### src/design/cwc_pkg.sv
package cwc_pkg;

  // Event kinds carried on the input tuser
  typedef enum logic [1:0] {
    MODE_ACK       = 2'd0,
    MODE_TIMEOUT   = 2'd1,
    MODE_ROUND_END = 2'd2
  } mode_t;

  // Configuration register indexes
  localparam int CFG_IDX_BITS = 1;
  typedef enum logic [CFG_IDX_BITS-1:0] {
    CFG_INITIAL_THRESHOLD = 1'b0,
    CFG_DUP_ACK_LIMIT     = 1'b1
  } cfg_idx_t;

  localparam int THRESH_BITS = 16;
  localparam int SEQ_BITS    = 32;
  localparam int DUP_BITS    = 3;
  localparam int CFG_BITS    = 16;

  localparam logic [THRESH_BITS-1:0] THRESH_RESET = 16'd32767;
  localparam logic [THRESH_BITS-1:0] THRESH_MAX   = 16'hFFFF;
  localparam logic [DUP_BITS-1:0]    DUP_LIMIT_RESET = 3'd3;

  // Window-independent part of the engine state
  typedef struct packed {
    logic [THRESH_BITS-1:0] threshold;
    logic [SEQ_BITS-1:0]    base_seqno;
    logic [DUP_BITS-1:0]    dup_count;
    logic                   ss_active;
    logic                   last_ack_good;
  } cwc_state_t;

  // Per-event flags reported with the result
  typedef struct packed {
    logic duplicate_seen;
    logic window_halved;
  } cwc_flags_t;

endpackage

### src/design/cwc_update.sv
module cwc_update #(
  parameter int WINDOW_BITS = 16
) (
  input  cwc_pkg::mode_t                mode,
  input  logic [cwc_pkg::SEQ_BITS-1:0]  ack_number,
  input  logic [cwc_pkg::DUP_BITS-1:0]  dup_ack_limit,
  input  logic [WINDOW_BITS-1:0]        window_cur,
  input  cwc_pkg::cwc_state_t           state_cur,
  output logic [WINDOW_BITS-1:0]        window_nxt,
  output cwc_pkg::cwc_state_t           state_nxt,
  output cwc_pkg::cwc_flags_t           flags
);

  localparam int CW = ((WINDOW_BITS > cwc_pkg::THRESH_BITS) ?
                       WINDOW_BITS : cwc_pkg::THRESH_BITS) + 1;

  logic [CW-1:0]                     win_ext;
  logic [CW-1:0]                     thr_ext;
  logic [CW-1:0]                     win_max_ext;
  logic [CW-1:0]                     grown;
  logic [cwc_pkg::THRESH_BITS-1:0]   win_sat;
  logic [cwc_pkg::SEQ_BITS-1:0]      seq_plus;
  logic [cwc_pkg::SEQ_BITS-1:0]      ack_back;
  logic [cwc_pkg::DUP_BITS-1:0]      dup_inc;

  assign win_ext     = CW'(window_cur);
  assign thr_ext     = CW'(state_cur.threshold);
  assign win_max_ext = CW'({WINDOW_BITS{1'b1}});
  assign win_sat     = (win_ext > CW'(cwc_pkg::THRESH_MAX)) ? cwc_pkg::THRESH_MAX
                                                            : win_ext[cwc_pkg::THRESH_BITS-1:0];
  assign seq_plus    = state_cur.base_seqno + 32'd1;
  assign ack_back    = ack_number - 32'd1;
  assign dup_inc     = state_cur.dup_count + 3'd1;

  // Double below threshold in slow start, else add one; clamp to window max
  always_comb begin
    if (state_cur.ss_active && (win_ext < thr_ext)) begin
      grown = win_ext << 1;
    end else begin
      grown = win_ext + CW'(1);
    end
    if (grown > win_max_ext) begin
      grown = win_max_ext;
    end
  end

  always_comb begin
    window_nxt = window_cur;
    state_nxt  = state_cur;
    flags      = '0;
    case (mode)
      cwc_pkg::MODE_ACK: begin
        if (ack_number == seq_plus) begin
          state_nxt.dup_count     = '0;
          state_nxt.base_seqno    = seq_plus;
          state_nxt.last_ack_good = 1'b1;
        end else begin
          if (ack_back < state_cur.base_seqno) begin
            state_nxt.base_seqno = ack_back;
          end
          flags.duplicate_seen    = 1'b1;
          state_nxt.dup_count     = dup_inc;
          state_nxt.last_ack_good = 1'b0;
          if (dup_inc == dup_ack_limit) begin
            state_nxt.threshold  = win_sat;
            window_nxt           = window_cur >> 1;
            state_nxt.dup_count  = '0;
            state_nxt.ss_active  = 1'b0;
            flags.window_halved  = 1'b1;
          end
        end
      end
      cwc_pkg::MODE_TIMEOUT: begin
        state_nxt.threshold     = win_sat;
        window_nxt              = WINDOW_BITS'(1);
        state_nxt.ss_active     = 1'b1;
        state_nxt.last_ack_good = 1'b0;
      end
      cwc_pkg::MODE_ROUND_END: begin
        if (state_cur.last_ack_good) begin
          window_nxt = grown[WINDOW_BITS-1:0];
        end
      end
      default: begin
        // unused kind: hold state, flags stay low
      end
    endcase
  end

endmodule

### src/design/congestion_window_control_unit.sv
// Congestion-window engine for a windowed sender, Reno style. Each request on
// the input stream is one event: an acknowledgement (tuser = 0, ack number in
// tdata), a timeout (tuser = 1) or the end of a sending round (tuser = 2); each
// event yields exactly one result carrying the window, threshold, expected
// sequence number and flags after that event. Events are taken at one per
// cycle while the result side keeps up: an input register feeds a single pass
// of compare/shift/add logic that updates the state and loads the result
// register, so out_tvalid is driven by the result register, which the event
// reaches by way of the input register. Write configuration only when the
// block is idle; writing initial_threshold also loads the working threshold
// at once.
module congestion_window_control_unit #(
  parameter int WINDOW_BITS = 16
) (
  input  logic        clk,
  input  logic        rst_n,
  // input events
  input  logic        in_tvalid,
  output logic        in_tready,
  input  logic [31:0] in_tdata,   // [31:0] ack_number
  input  logic [1:0]  in_tuser,   // [1:0] mode
  // results
  output logic        out_tvalid,
  input  logic        out_tready,
  // [15:0] window_size, [31:16] slow_start_limit, [63:32] next_seqno,
  // [64] in_slow_start, [65] duplicate_seen, [66] window_halved, [71:67] zero
  output logic [71:0] out_tdata,
  // configuration writes
  input  logic        cfg_valid,
  output logic        cfg_ready,
  input  logic [cwc_pkg::CFG_IDX_BITS-1:0] cfg_index,
  input  logic [cwc_pkg::CFG_BITS-1:0]     cfg_data
);

  localparam int WE = (WINDOW_BITS > cwc_pkg::THRESH_BITS) ?
                      WINDOW_BITS : cwc_pkg::THRESH_BITS;

  // input register
  logic                          in_valid_r;
  cwc_pkg::mode_t                mode_r;
  logic [cwc_pkg::SEQ_BITS-1:0]  ack_r;

  // engine state
  logic [WINDOW_BITS-1:0]        window_r;
  logic [WINDOW_BITS-1:0]        window_nxt;
  cwc_pkg::cwc_state_t           state_r;
  cwc_pkg::cwc_state_t           state_nxt;
  cwc_pkg::cwc_flags_t           flags;
  logic [cwc_pkg::DUP_BITS-1:0]  dup_limit_r;

  // result register
  logic                          out_valid_r;
  logic [71:0]                   out_data_r;
  logic [WE-1:0]                 win_out;

  logic                          fire;
  logic                          cfg_fire;

  // advance the held event whenever the result slot is free or being drained
  assign fire      = in_valid_r && (!out_valid_r || out_tready);
  assign in_tready = !in_valid_r || fire;
  assign cfg_ready = 1'b1;
  assign cfg_fire  = cfg_valid && cfg_ready;

  always_ff @(posedge clk) begin
    if (!rst_n) begin
      in_valid_r <= 1'b0;
    end else if (in_tready) begin
      in_valid_r <= in_tvalid;
    end
  end

  always_ff @(posedge clk) begin
    if (in_tvalid && in_tready) begin
      mode_r <= cwc_pkg::mode_t'(in_tuser);
      ack_r  <= in_tdata;
    end
  end

  cwc_update #(
    .WINDOW_BITS (WINDOW_BITS)
  ) u_update (
    .mode          (mode_r),
    .ack_number    (ack_r),
    .dup_ack_limit (dup_limit_r),
    .window_cur    (window_r),
    .state_cur     (state_r),
    .window_nxt    (window_nxt),
    .state_nxt     (state_nxt),
    .flags         (flags)
  );

  // state: the user must write config only while idle; not enforced, a write wins over an event
  always_ff @(posedge clk) begin
    if (!rst_n) begin
      window_r              <= WINDOW_BITS'(1);
      state_r.threshold     <= cwc_pkg::THRESH_RESET;
      state_r.base_seqno    <= '0;
      state_r.dup_count     <= '0;
      state_r.ss_active     <= 1'b1;
      state_r.last_ack_good <= 1'b1;
      dup_limit_r           <= cwc_pkg::DUP_LIMIT_RESET;
    end else if (cfg_fire) begin
      unique case (cwc_pkg::cfg_idx_t'(cfg_index))
        cwc_pkg::CFG_INITIAL_THRESHOLD: state_r.threshold <= cfg_data;
        cwc_pkg::CFG_DUP_ACK_LIMIT:     dup_limit_r <= cfg_data[cwc_pkg::DUP_BITS-1:0];
        default: begin
        end
      endcase
    end else if (fire) begin
      window_r <= window_nxt;
      state_r  <= state_nxt;
    end
  end

  // report the low 16 bits of the window
  assign win_out = WE'(window_nxt);

  always_ff @(posedge clk) begin
    if (!rst_n) begin
      out_valid_r <= 1'b0;
    end else if (fire) begin
      out_valid_r <= 1'b1;
    end else if (out_tready) begin
      out_valid_r <= 1'b0;
    end
  end

  always_ff @(posedge clk) begin
    if (fire) begin
      out_data_r <= {5'd0,
                     flags.window_halved,
                     flags.duplicate_seen,
                     state_nxt.ss_active,
                     state_nxt.base_seqno,
                     state_nxt.threshold,
                     win_out[15:0]};
    end
  end

  assign out_tvalid = out_valid_r;
  assign out_tdata  = out_data_r;

endmodule
### config.mk
export PLATFORM = sky130hd
export DESIGN_NAME = congestion_window_control_unit
export DESIGN_NICKNAME = d
export VERILOG_FILES = /design/src/design/cwc_pkg.sv /design/src/design/cwc_update.sv /design/src/design/congestion_window_control_unit.sv
export SDC_FILE = /design/constraint.sdc
export NUM_CORES = 1
export LEC_CHECK = 0
export BUFFER_PORTS_ARGS = -buffer_cell sky130_fd_sc_hd__buf_2
export CAP_MARGIN = 20
export CORE_AREA = 2 2 149 151
export DETAILED_ROUTE_END_ITERATION = 6
export DIE_AREA = 0 0 151 153
export PLACE_DENSITY = 0.81
export SKIP_CTS_REPAIR_TIMING = 1
export SYNTH_ARGS = -nofsm -noshare
export SYNTH_HDL_FRONTEND = slang
export SYNTH_SLANG_ARGS = --single-unit
### constraint.sdc
create_clock -name clk -period 6.47 [get_ports clk]
set_input_delay 0.3235 -clock clk [delete_from_list [all_inputs] [get_ports clk]]
set_output_delay 0.3235 -clock clk [all_outputs]
set_load 0.01 [all_outputs]
==> metrics, run 1 <==
# DRC 0; Pleak 0.00478 uW; Hold WC Path Type primary input to register; largest cells by area after synthesis edfxtp_1 (26%), dfxtp_1 (13%), ha_1 (5.5%); synthesized flop and latch total 175; GR Overflow Total 0; Tcrit/Tclk final 93.7%; setup TNS 0 ps; Post-Layout Cell Count 1687; # fillers 1860; first-pass GRT wire length 54900 um; vias in the first global route 10.5k; FF-to-FF Start ack_r[6]; Die Wd 151 um; worst slew pin tran 1160 ps; worst reg2reg setup slack 410 ps; WL/cell 20.7 um; Port Buffers 124; CP Launch Type register; CP peak stage delay 620 ps; Core Rows 54; I/O pins 131; Synth Area in Simple Gates 19.9%; starting density of the core 54.4%; Clock Skew 10.5 ps; post-route ant nets 0; CP cell instances or4_1, nor4_1, nand2b_1, or3_1, or4_1, or3_1, xnor2_1, ha_1, a21o_1, a21o_1, a211o_1, o211ai_1, a21oi_1, or2_2, o21ai_1, nand2_1, buf_4, a221oi_1; Die Span Y 153 um; Req. time, crit path 6800 ps; Vias/cell 6.63; min Tclk post-route 6060 ps; total power 2700 uW; largest family of logic cells by synthesized area compound AO/OA/AOI/OAI gates; clock root buffer clkbuf_16; DRT Pass-1 Iters 6; async set-or-reset flop fraction in the synthesized netlist 0%; Clock Path Buffers 2; H-tree Lvls 4; xor and xnor area share after synthesis 5.47%; nets 1501; outcome finished, final reports clean; ant diodes 0; Synth-to-Final Area Change 11.1%; Synth area leader edfxtp_1; largest net degree at the start of global routing 68; final WL 34800 um; Seq/Total Area, Yosys 38.6%; Syn Area/Cell 8.69 sq um; core region area 21500 sq um; total CTS buffers 17; clk_lat worst skew 450 ps; Die ar. 23100 sq um; Hold Fails Final Rpt 0; Setup CP Type register to register; final number of setup-violating endpoints 0; all-layer global routing usage 30.1%; RSZ-0062 raised after global routing false; CP Launch Point ack_r[6]; yosys warns 0; Reg clk slew, reported paths 70 ps; mux contribution to synthesized area 2.13%; slowest library cell on the worst path or4_1; Max-Cap Viols 0; layout cell share with drive strength beyond 1 15.7%; drt initial violations 1368; R2R Path End state_r[36]; critical path peak fanout 16; TritonCTS clock tree done; post-synth top area share 25.9%; worst hold slack 43.8 ps; # clock sinks 175; EDFF count, synth 101; top_reg_cell synth edfxtp_1; Distinct cells, synth 70; crit end category register; FF-to-FF path depth 18; Synth Instances 1345; fin area 13000 sq um; initial antenna violation count 0; crit path to state_r[36]; Slew Limit Fails 0; Max Freq 165 MHz; Via Count 11.2k; Cell Area, Placed 12400 sq um; gpl congestion 1.01; Worst slew margin 22.2%; Adder-Cell Fraction of Synth Area 5.46%; Crit path arrival time 6390 ps; Synth Area in Compound Gates 22.0%; PD cells 208 nW/um^2; peak supply drop 191 uV; Final HPWL DP 24900 um; Netlist Area Pre-Place 11700 sq um; Placed Cells 1654
==> layout make-up <==
cell class | count | area [sq um] | area share, %
multi-input combinational | 990 | 6490 | 50.0
sequential | 175 | 4510 | 34.8
timing repair buffer | 146 | 793 | 6.11
clock buffer | 19 | 443 | 3.41
tap | 280 | 350 | 2.70
clock inverter | 13 | 155 | 1.19
inverter | 64 | 240 | 1.85
==> cell usage in the layout, fill, tap and decap left out, drive strengths merged, types with 5 or more instances in the layout <==
master / netlist / final
dfxtp: 74 / 74
a32o: 10 / 10
and3: 10 / 10
o22ai: 9 / 9
nor2b: 10 / 10
clkbuf: 90 / 19
nand2b: 8 / 8
or4: 12 / 12
o221ai: 7 / 7
nor4: 29 / 29
nor3: 70 / 70
inv: 64 / 69
a41oi: 11 / 11
a31oi: 34 / 34
nand2: 93 / 93
a221oi: 28 / 28
and4: 5 / 5
o31ai: 8 / 8
a21o: 28 / 28
xor2: 32 / 32
a21oi: 59 / 59
o2bb2ai: 15 / 15
o21ai: 103 / 103
conb: 2 / 6
mux2i: 17 / 17
xnor2: 41 / 41
mux2: 7 / 7
o21a: 6 / 6
or2: 14 / 14
o211ai: 15 / 15
buf: 30 / 146
nand4: 29 / 29
edfxtp: 101 / 101
nor2: 85 / 85
ha: 51 / 51
clkinv: 0 / 6
or3: 19 / 19
nand3: 54 / 54
a211oi: 25 / 25
==> worst max-delay path, delay by kind of cell, from the launching register on <==
| family | cells | cell delay [ps] |
|---|---|---|
| flops | 1 | 490 |
| xor+xnor | 1 | 200 |
| simple gates | 8 | 3250 |
| fa+ha+maj | 1 | 280 |
| compound gates | 7 | 1330 |
| buf+inv | 1 | 400 |
==> layer usage <==
metal  vias up  GRT usage (%)  part of all wire, %
met2       676           49.7                   48
li1       5142              -                    -
met1      5269           38.7                   40
met5         -              0                    0
met4         0           13.6                  3.6
met3       103           4.81                  8.7
==> stage by stage <==
stage	utilization [%]	setup WS, ps
CTS	60.4	513
global route	60.4	67.3
detailed placement	57.6	542
floorplan	-	1190
global placement	57.6	704
finish	60.4	410
==> cell usage after synthesis (all sizes together), types with 15 or more instances <==
| cell type | number |
|---|---|
| clkbuf | 90 |
| a31oi | 34 |
| o2bb2ai | 15 |
| dfxtp | 74 |
| nor4 | 29 |
| mux2i | 17 |
| o211ai | 15 |
| nor2 | 85 |
| ha | 51 |
| o21ai | 103 |
| or3 | 19 |
| xor2 | 32 |
| nor3 | 70 |
| a221oi | 28 |
| nand4 | 29 |
| nand3 | 54 |
| inv | 64 |
| a21oi | 59 |
| buf | 30 |
| edfxtp | 101 |
| a21o | 28 |
| a211oi | 25 |
| xnor2 | 41 |
| nand2 | 93 |
==> cell families after synthesis <==
logic type | count (synthesis)
compound gates | 384
xor+xnor | 73
fa+ha+maj | 51
buf+inv | 184
flops | 175
mux | 24
other cells | 2
simple gates | 452
==> state kept, by name (all words and copies together), names as in the netlist <==
name / flops
dup_limit_r: 3
out_tdata: 67
mode_r: 2
state_r: 53
ack_r: 32
window_r: 16
in_valid_r: 1
out_tvalid: 1
==> how the worst min path moves through the flow <==
stage                            start          to  slack [ps]  cells after the start
after floorplan            in_tdata[0]    ack_r[0]         420                      0
after global placement      state_r[3]  state_r[3]         440                      2
after detailed placement    state_r[3]  state_r[3]         450                      2
after CTS                 in_tdata[26]   ack_r[26]          40                      1
after global routing      in_tdata[24]   ack_r[24]          40                      1
final                     in_tdata[24]   ack_r[24]          40                      1
==> power breakdown <==
part	switching (uW)	internal [uW]
sequential	49.9	1240
clock	479	589
combinational	220	126
total	749	1950
Power figures use the tool's default switching activity.
==> run 2: changes to the inputs <==
CORE_AREA = 2 2 186 188   (was 2 2 149 151)
DIE_AREA = 0 0 188 190   (was 0 0 151 153)
PLACE_DENSITY = 0.58   (was 0.81)
==> metrics, run 2 (synthesis results as in run 1) <==
worst reg2reg setup slack 540 ps; Req. time, crit path 6810 ps; # clock sinks 175; starting density of the core 34.4%; clock power share 37.6%; clock root buffer clkbuf_16; switching power 739 uW; Seq pwr share 48.9%; all-layer global routing usage 21.1%; CP cell instances or4_1, nor4_1, nand2b_1, or3_1, or4_1, or3_1, xnor2_1, ha_1, a21o_1, a21o_1, a211o_1, o211ai_1, a21oi_1, or2_2, o21ai_1, nand2_1, buf_4, a32o_1; largest net degree at the start of global routing 59; Die ar. 35700 sq um; Port Buffers 124; Hold WC Path Type primary input to register; WL/cell 20.1 um; vias in the first global route 10.3k; DRT Pass-1 Iters 7; GR Overflow Total 0; I/O pins 131; post-route ant nets 0; ant diodes 0; slowest library cell on the worst path or4_1; Final HPWL DP 26800 um; Crit path arrival time 6270 ps; Max-Cap Viols 0; Gate power share 13.5%; TritonCTS clock tree done; Tcrit/Tclk final 91.6%; first-pass GRT wire length 58800 um; Int Pwr 1890 uW; Sw Share 28.1%; initial antenna violation count 1; Worst slew margin 33.3%; gpl congestion 0.922; most frequent cells in the layout buf_2 (124), edfxtp_1 (101), o21ai_0 (97); nets 1510; Clock Skew 17.5 ps; Clock Path Buffers 2; Die Wd 188 um; H-tree Lvls 4; core region area 33900 sq um; total CTS buffers 17; Via Count 10.8k; Setup CP Type register to register; Vias/cell 5.77; most common cell after layout, fill and taps aside buf_2; CP peak stage delay 610 ps; layout cell share with drive strength beyond 1 16.3%; Pleak 0.00481 uW; Cell Area, Placed 12700 sq um; Max Freq 169 MHz; Synth-to-Final Area Change 13.5%; crit end category register; peak supply drop 204 uV; worst slew pin tran 1000 ps; Hold Fails Final Rpt 0; outcome finished, final reports clean; setup TNS 0 ps; Die Span Y 190 um; clk_lat worst skew 460 ps; min Tclk post-route 5930 ps; final number of setup-violating endpoints 0; drt initial violations 966; PD cells 198 nW/um^2; Slew Limit Fails 0; # DRC 0; fin area 13300 sq um; CP Launch Type register; critical path peak fanout 11; Largest register FFs 67; final WL 37700 um; RSZ-0062 raised after global routing false; Core Rows 68; Reg clk slew, reported paths 80 ps
run 2: cell count changes in the layout (fill, tap and decap cells not counted), moves of 2 or more:
| cell | previous run | this run |
|---|---|---|
| buf_4 | 21 | 28 |
| clkinvlp_4 | 0 | 2 |
| buf_12 | 0 | 2 |
| bufinv_16 | 2 | 0 |
run 2: layout make-up:
| type | instances | area, sq um |
|---|---|---|
| clock buffers | 19 | 464 |
| fillers | 3408 | 20700 |
| flip-flops and latches | 175 | 4510 |
| well taps | 455 | 569 |
| repair buffers | 155 | 898 |
| multi-input cells | 990 | 6500 |
| inverters | 64 | 240 |
| clock inverters | 12 | 83.8 |
run 2: layer usage:
| layer | part of all wire [%] | track usage (%) |
|---|---|---|
| met5 | 0 | 0 |
| met4 | 2.6 | 8.12 |
| met3 | 6.8 | 3.63 |
| met2 | 47 | 34.3 |
| met1 | 44 | 28.0 |
run 2: critical path: cells and delay by family (launching register included):
kind / cells / cell delay (ps)
AOI/OAI and AO/OA: 7 / 1350
xor gates and xnor gates: 1 / 210
adders and majority gates: 1 / 280
buffers and inverters: 1 / 320
DFF: 1 / 510
and+or+nand+nor: 8 / 3120
run 2: metrics by stage:
stage	power, uW	instances	utilization, %	hold WS (ps)	setup slack (ps)
4_1_cts	2640	1868	39.0	18.1	608
2_1_floorplan	1530	1349	-	422	1190
5_1_grt	2740	1870	39.1	25.4	185
3_3_place_gp	1660	1837	37.4	445	756
6_report	2630	1870	39.1	32.9	542
3_5_place_dp	1660	1837	37.4	452	618
run 2: path summary, 6_finish.rpt:
kind,from,endpoint,depth (start not counted)
max,ack_r[7],state_r[7],18
min,in_tdata[7],ack_r[7],1
max reg2reg,ack_r[7],state_r[7],18
min reg2reg,state_r[3],state_r[3],2
run 2: power groups by stage:
stage / registers (uW) / clock network (uW) / logic, uW
6_report: 1280 / 989 / 354
5_1_grt: 1290 / 1050 / 393
4_1_cts: 1280 / 1010 / 350
3_5_place_dp: 1310 / 0 / 348
3_3_place_gp: 1310 / 0 / 346
2_1_floorplan: 1300 / 0 / 229
